### config.mk
export PLATFORM = sky130hd
export DESIGN_NAME = ffa_ctrl
export DESIGN_NICKNAME = d
export VERILOG_FILES = /design/src/rtl/ffa_pkg.sv /design/src/rtl/ffa_ctrl.sv
export SDC_FILE = /design/constraint.sdc
export NUM_CORES = 1
export LEC_CHECK = 0
export ABC_AREA = 1
export BUFFER_PORTS_ARGS = -buffer_cell sky130_fd_sc_hd__buf_2
export CAP_MARGIN = 10
export CORE_MARGIN = 2
export CORE_UTILIZATION = 55
export DETAILED_ROUTE_END_ITERATION = 8
export GPL_TIMING_DRIVEN = 0
export PLACE_DENSITY = 0.82
export SYNTH_ARGS = -nofsm -noshare
export SYNTH_HDL_FRONTEND = slang
export SYNTH_SLANG_ARGS = --single-unit
### constraint.sdc
create_clock -name aclk -period 2.5 [get_ports aclk]
set_input_delay 0.375 -clock aclk [delete_from_list [all_inputs] [get_ports aclk]]
set_output_delay 0.375 -clock aclk [all_outputs]
set_load 0.005 [all_outputs]
### src/rtl/ffa_pkg.sv
package ffa_pkg;

    localparam int MAX_SEGMENTS_DEF = 16;
    localparam logic [15:0] HEAP_RESET = 16'd3000;

    // result codes carried in the status field
    typedef enum logic [2:0] {
        ST_ALLOCATED = 3'd0,
        ST_NO_FIT    = 3'd1,
        ST_FREED     = 3'd2,
        ST_NOT_FOUND = 3'd3,
        ST_FULL      = 3'd4
    } status_t;

    // request opcodes
    typedef enum logic {
        OP_ALLOC = 1'b0,
        OP_FREE  = 1'b1
    } opcode_t;

    // datapath commands issued by the controller
    typedef enum logic [3:0] {
        CMD_NONE,
        CMD_LOAD,
        CMD_FIND,
        CMD_FSCAN,
        CMD_FAPPLY,
        CMD_FIT,
        CMD_FITAPPLY,
        CMD_OSCAN,
        CMD_OINSERT,
        CMD_RESULT
    } cmd_t;

    typedef struct packed {
        cmd_t    op;
        status_t code;
    } ctrl_cmd_t;

    typedef struct packed {
        logic scan_done;
        logic found;
        logic is_free;
        logic free_fail;
        logic own_full;
        logic fit_fail;
        logic out_free;
    } dp_sts_t;

endpackage

### src/rtl/ffa_ctrl.sv
module ffa_ctrl
    import ffa_pkg::*;
(
    input  logic      aclk,
    input  logic      aresetn,
    input  logic      s_tvalid,
    output logic      s_tready,
    input  dp_sts_t   sts,
    output ctrl_cmd_t cmd
);

    typedef enum logic [8:0] {
        S_IDLE     = 9'b000000001,
        S_FIND     = 9'b000000010,
        S_FSCAN    = 9'b000000100,
        S_FAPPLY   = 9'b000001000,
        S_FIT      = 9'b000010000,
        S_FITAPPLY = 9'b000100000,
        S_OSCAN    = 9'b001000000,
        S_OINSERT  = 9'b010000000,
        S_DONE     = 9'b100000000
    } state_t;

    state_t  state_reg, state_next;
    status_t code_reg, code_next;

    assign s_tready = (state_reg == S_IDLE);

    // sequencing of the scans and table updates
    always_comb begin
        state_next = state_reg;
        code_next  = code_reg;
        cmd.op     = CMD_NONE;
        cmd.code   = code_reg;
        unique case (state_reg)
            S_IDLE: begin
                if (s_tvalid) begin
                    cmd.op     = CMD_LOAD;
                    state_next = S_FIND;
                end
            end
            S_FIND: begin
                cmd.op = CMD_FIND;
                if (sts.scan_done) begin
                    if (sts.found) begin
                        state_next = S_FSCAN;
                    end else if (sts.is_free) begin
                        code_next  = ST_NOT_FOUND;
                        state_next = S_DONE;
                    end else if (sts.own_full) begin
                        code_next  = ST_FULL;
                        state_next = S_DONE;
                    end else begin
                        state_next = S_FIT;
                    end
                end
            end
            S_FSCAN: begin
                cmd.op = CMD_FSCAN;
                if (sts.scan_done) begin
                    state_next = S_FAPPLY;
                end
            end
            S_FAPPLY: begin
                cmd.op = CMD_FAPPLY;
                if (sts.free_fail) begin
                    code_next  = ST_FULL;
                    state_next = S_DONE;
                end else if (sts.is_free) begin
                    code_next  = ST_FREED;
                    state_next = S_DONE;
                end else begin
                    state_next = S_FIT;
                end
            end
            S_FIT: begin
                cmd.op = CMD_FIT;
                if (sts.scan_done) begin
                    if (sts.fit_fail) begin
                        code_next  = ST_NO_FIT;
                        state_next = S_DONE;
                    end else begin
                        state_next = S_FITAPPLY;
                    end
                end
            end
            S_FITAPPLY: begin
                cmd.op     = CMD_FITAPPLY;
                state_next = S_OSCAN;
            end
            S_OSCAN: begin
                cmd.op = CMD_OSCAN;
                if (sts.scan_done) begin
                    state_next = S_OINSERT;
                end
            end
            S_OINSERT: begin
                cmd.op     = CMD_OINSERT;
                code_next  = ST_ALLOCATED;
                state_next = S_DONE;
            end
            S_DONE: begin
                if (sts.out_free) begin
                    cmd.op     = CMD_RESULT;
                    state_next = S_IDLE;
                end
            end
            default: begin
                state_next = S_IDLE;
            end
        endcase
    end

    // state register
    always_ff @(posedge aclk) begin
        if (!aresetn) begin
            state_reg <= S_IDLE;
            code_reg  <= ST_ALLOCATED;
        end else begin
            state_reg <= state_next;
            code_reg  <= code_next;
        end
    end

endmodule

==> reports/metrics.cfg <==
[grt]
grt_antenna_before_repair = 0
grt_max_degree = 11
grt_pass1_wl_mm = 3.64
grt_overflow = 0
grt_pass1_vias = 845
grt_usage = 0.243

[pwr]
p_leak_nw = 0.578
max-vdd-ir-drop_uv = 610
finalPower_mw = 0.934
p_per_area_nw_per_um2 = 872

[logic_synthesis]
synth-xor-area-share = 0
synth-simple-area-share = 0.596
synth_compound_area_frac = 0.0428
ys_types = 21
synth_area_leaders = dfxtp_1 26%, nor2_1 15%, nand2_1 11%, nor2_4 11%, inv_1 8.4%
syn-cell-area_sq_um = 935
yosys.area.top_type = dfxtp_1
synthCells = 152
ys_seq_elements = 12
yosys_warnings = 0
synth_top_family_by_area = simple AND/OR/NAND/NOR gates
syn_avg_cell_area_sq_um = 6.15
synthAdderAreaFrac = 0
synth.area.mux_share = 0
yosysSeqAreaShare = 0.257
syn_nets = 162
yosys.area.top_type_share = 0.257

[setup_path]
crit_arrival_ns = 1.61
critPathMaxFanout = 5
crit_path_end_kind = output port
setup.worst_path.class = reg2out
cpPeakStageDelay_ns = 0.38
crit_required_ns = 2.12
crit_chain = nor2_4, nand2_1, nor4_1, nor2_1, nand2_1, buf_2
crit_slowest_cell = nor4_1
r2r-start = state_reg[4]
cp-startpoint = state_reg[6]
startpoint_type = register
cpMostUsedCell = nand2_1

[timing]
fmax_mhz = 503
finalSetupViolations = 0
rsz0062_at_grt = false
worstMarginPinSlew_ns = 0.393
period_share = 0.795
setup_tns_ns = 0
final-max-slew-violation-count = 0
slew_headroom = 0.735
final.min_clock_period_ns = 1.99
finClkSkew_ns = 0.00363
hold_viol = 0

[cts]
cts-root-buf = clkbuf_4
htreeDepth = 1
cts.clk_slew.worst_paths_ns = 0.08
cts_num_sinks = 12
clk_path_buf_depth = 2
insertion_delay_ns = 0.28
tritoncts = yes
cts_setup_buffers = 0
cts-resized-gates = 0
hold_buffers = 0
cts_buffers = 3

[layout]
final_net_count = 183
drive_gt1_frac = 0.256
antenna_cells = 0
area_growth_pct = 14.6
fillers = 141
largest_register_ff_count = 9
final_util = 0.695

[route]
vias = 997
vias_per_cell = 5.30
ant_nets = 0
drcViolationCount = 0
dr.pass1.iters = 4
drt-wirelength-per-cell_microns = 11.6
initialDrtViolationCount = 36
routed_wl_mm = 2.19

[floorplan]
io_pins = 18
die_x_microns = 45.2
rows = 14
die_h_microns = 45.2
start_util = 0.606
core_area_sq_um = 1540
dieArea_sq_um = 2050

[placement]
place_congestion = 0.887
io_buffer_count = 16
hpwlAfterDp_mm = 1.71

[hold_path]
hold_path.class = in2reg
hold_path_startpoint = sts[1]

[run]
maxCapViolCount = 0

[status]
outcome = completed

==> stage by stage <==
step	hold WS, ns	cells	setup slack (ns)	area, sq um
floorplan	0.480	152	1.09	935
detailed placement	0.477	184	0.824	1030
global route	0.391	188	0.430	1070
global placement	0.458	184	0.871	1030
finish	0.371	188	0.512	1070
CTS	0.371	188	0.531	1070
==> placed cells by master (no fill, tap or decap), drive strengths merged <==
cell	count
nor4	1
nor2	52
o2111ai	1
nand4	6
dfxtp	12
o21ai	5
a31oi	1
clkbuf	4
buf	17
nor3	1
inv	24
nand3	16
nand2	32
==> routing by layer <==
| metal | wire length, microns | global-route usage |
|---|---|---|
| met1 | 1000 | 0.349 |
| met2 | 961 | 0.374 |
| met4 | 28 | 0.0882 |
| met3 | 195 | 0.0240 |
| met5 | 0 | 0 |
==> area by class of cell <==
class | count | area (sq um) | share of cell area
clock buffer | 4 | 36.3 | 0.0339
sequential | 12 | 240 | 0.224
tap | 16 | 20.0 | 0.0187
buffer | 1 | 5.00 | 0.00467
timing repair buffer | 16 | 80.1 | 0.0748
multi-input combinational | 115 | 597 | 0.557
inverter | 24 | 92.6 | 0.0864
==> cells by family after synthesis <==
logic type / count (synthesis)
buf+inv: 25
compound gates: 7
flops: 12
simple gates: 108
==> worst max-delay path, delay by kind of cell, from the launching register on <==
family / cells / cell delay [ns]
buffers and inverters: 1 / 0.10
flip-flops: 1 / 0.36
AND/OR/NAND/NOR: 5 / 0.87
==> synth_stat cells <==
master     number
inv_1          21
nand3_1        14
nand2_1        28
buf_2           1
o21ai_1         3
nor4_1          1
nand3_2         1
nand4_1         6
nand3_4         1
dfxtp_1        12
inv_4           1
a31oi_1         1
nand2_4         1
nand2_2         3
o21ai_0         2
inv_2           2
o2111ai_1       1
nor2_4          9
nor3_1          1
nor2_2          5
nor2_1         38
==> power by group <==
| group | total [mW] | switching (mW) | internal (mW) | leakage (nW) |
|---|---|---|---|---|
| sequential | 0.268 | 0.0389 | 0.229 | 0.0977 |
| clock | 0.160 | 0.0715 | 0.0886 | 0.0210 |
| combinational | 0.506 | 0.330 | 0.176 | 0.460 |
==> final timing paths <==
path              slack [ns]  depth (start not counted)      endpoint
setup / recovery        0.51                          6        cmd[5]
hold / removal          0.37                          4  state_reg[5]
setup reg to reg        0.92                         10   code_reg[2]
hold reg to reg         0.49                          2   code_reg[1]
(Power assumes the default switching activity.)
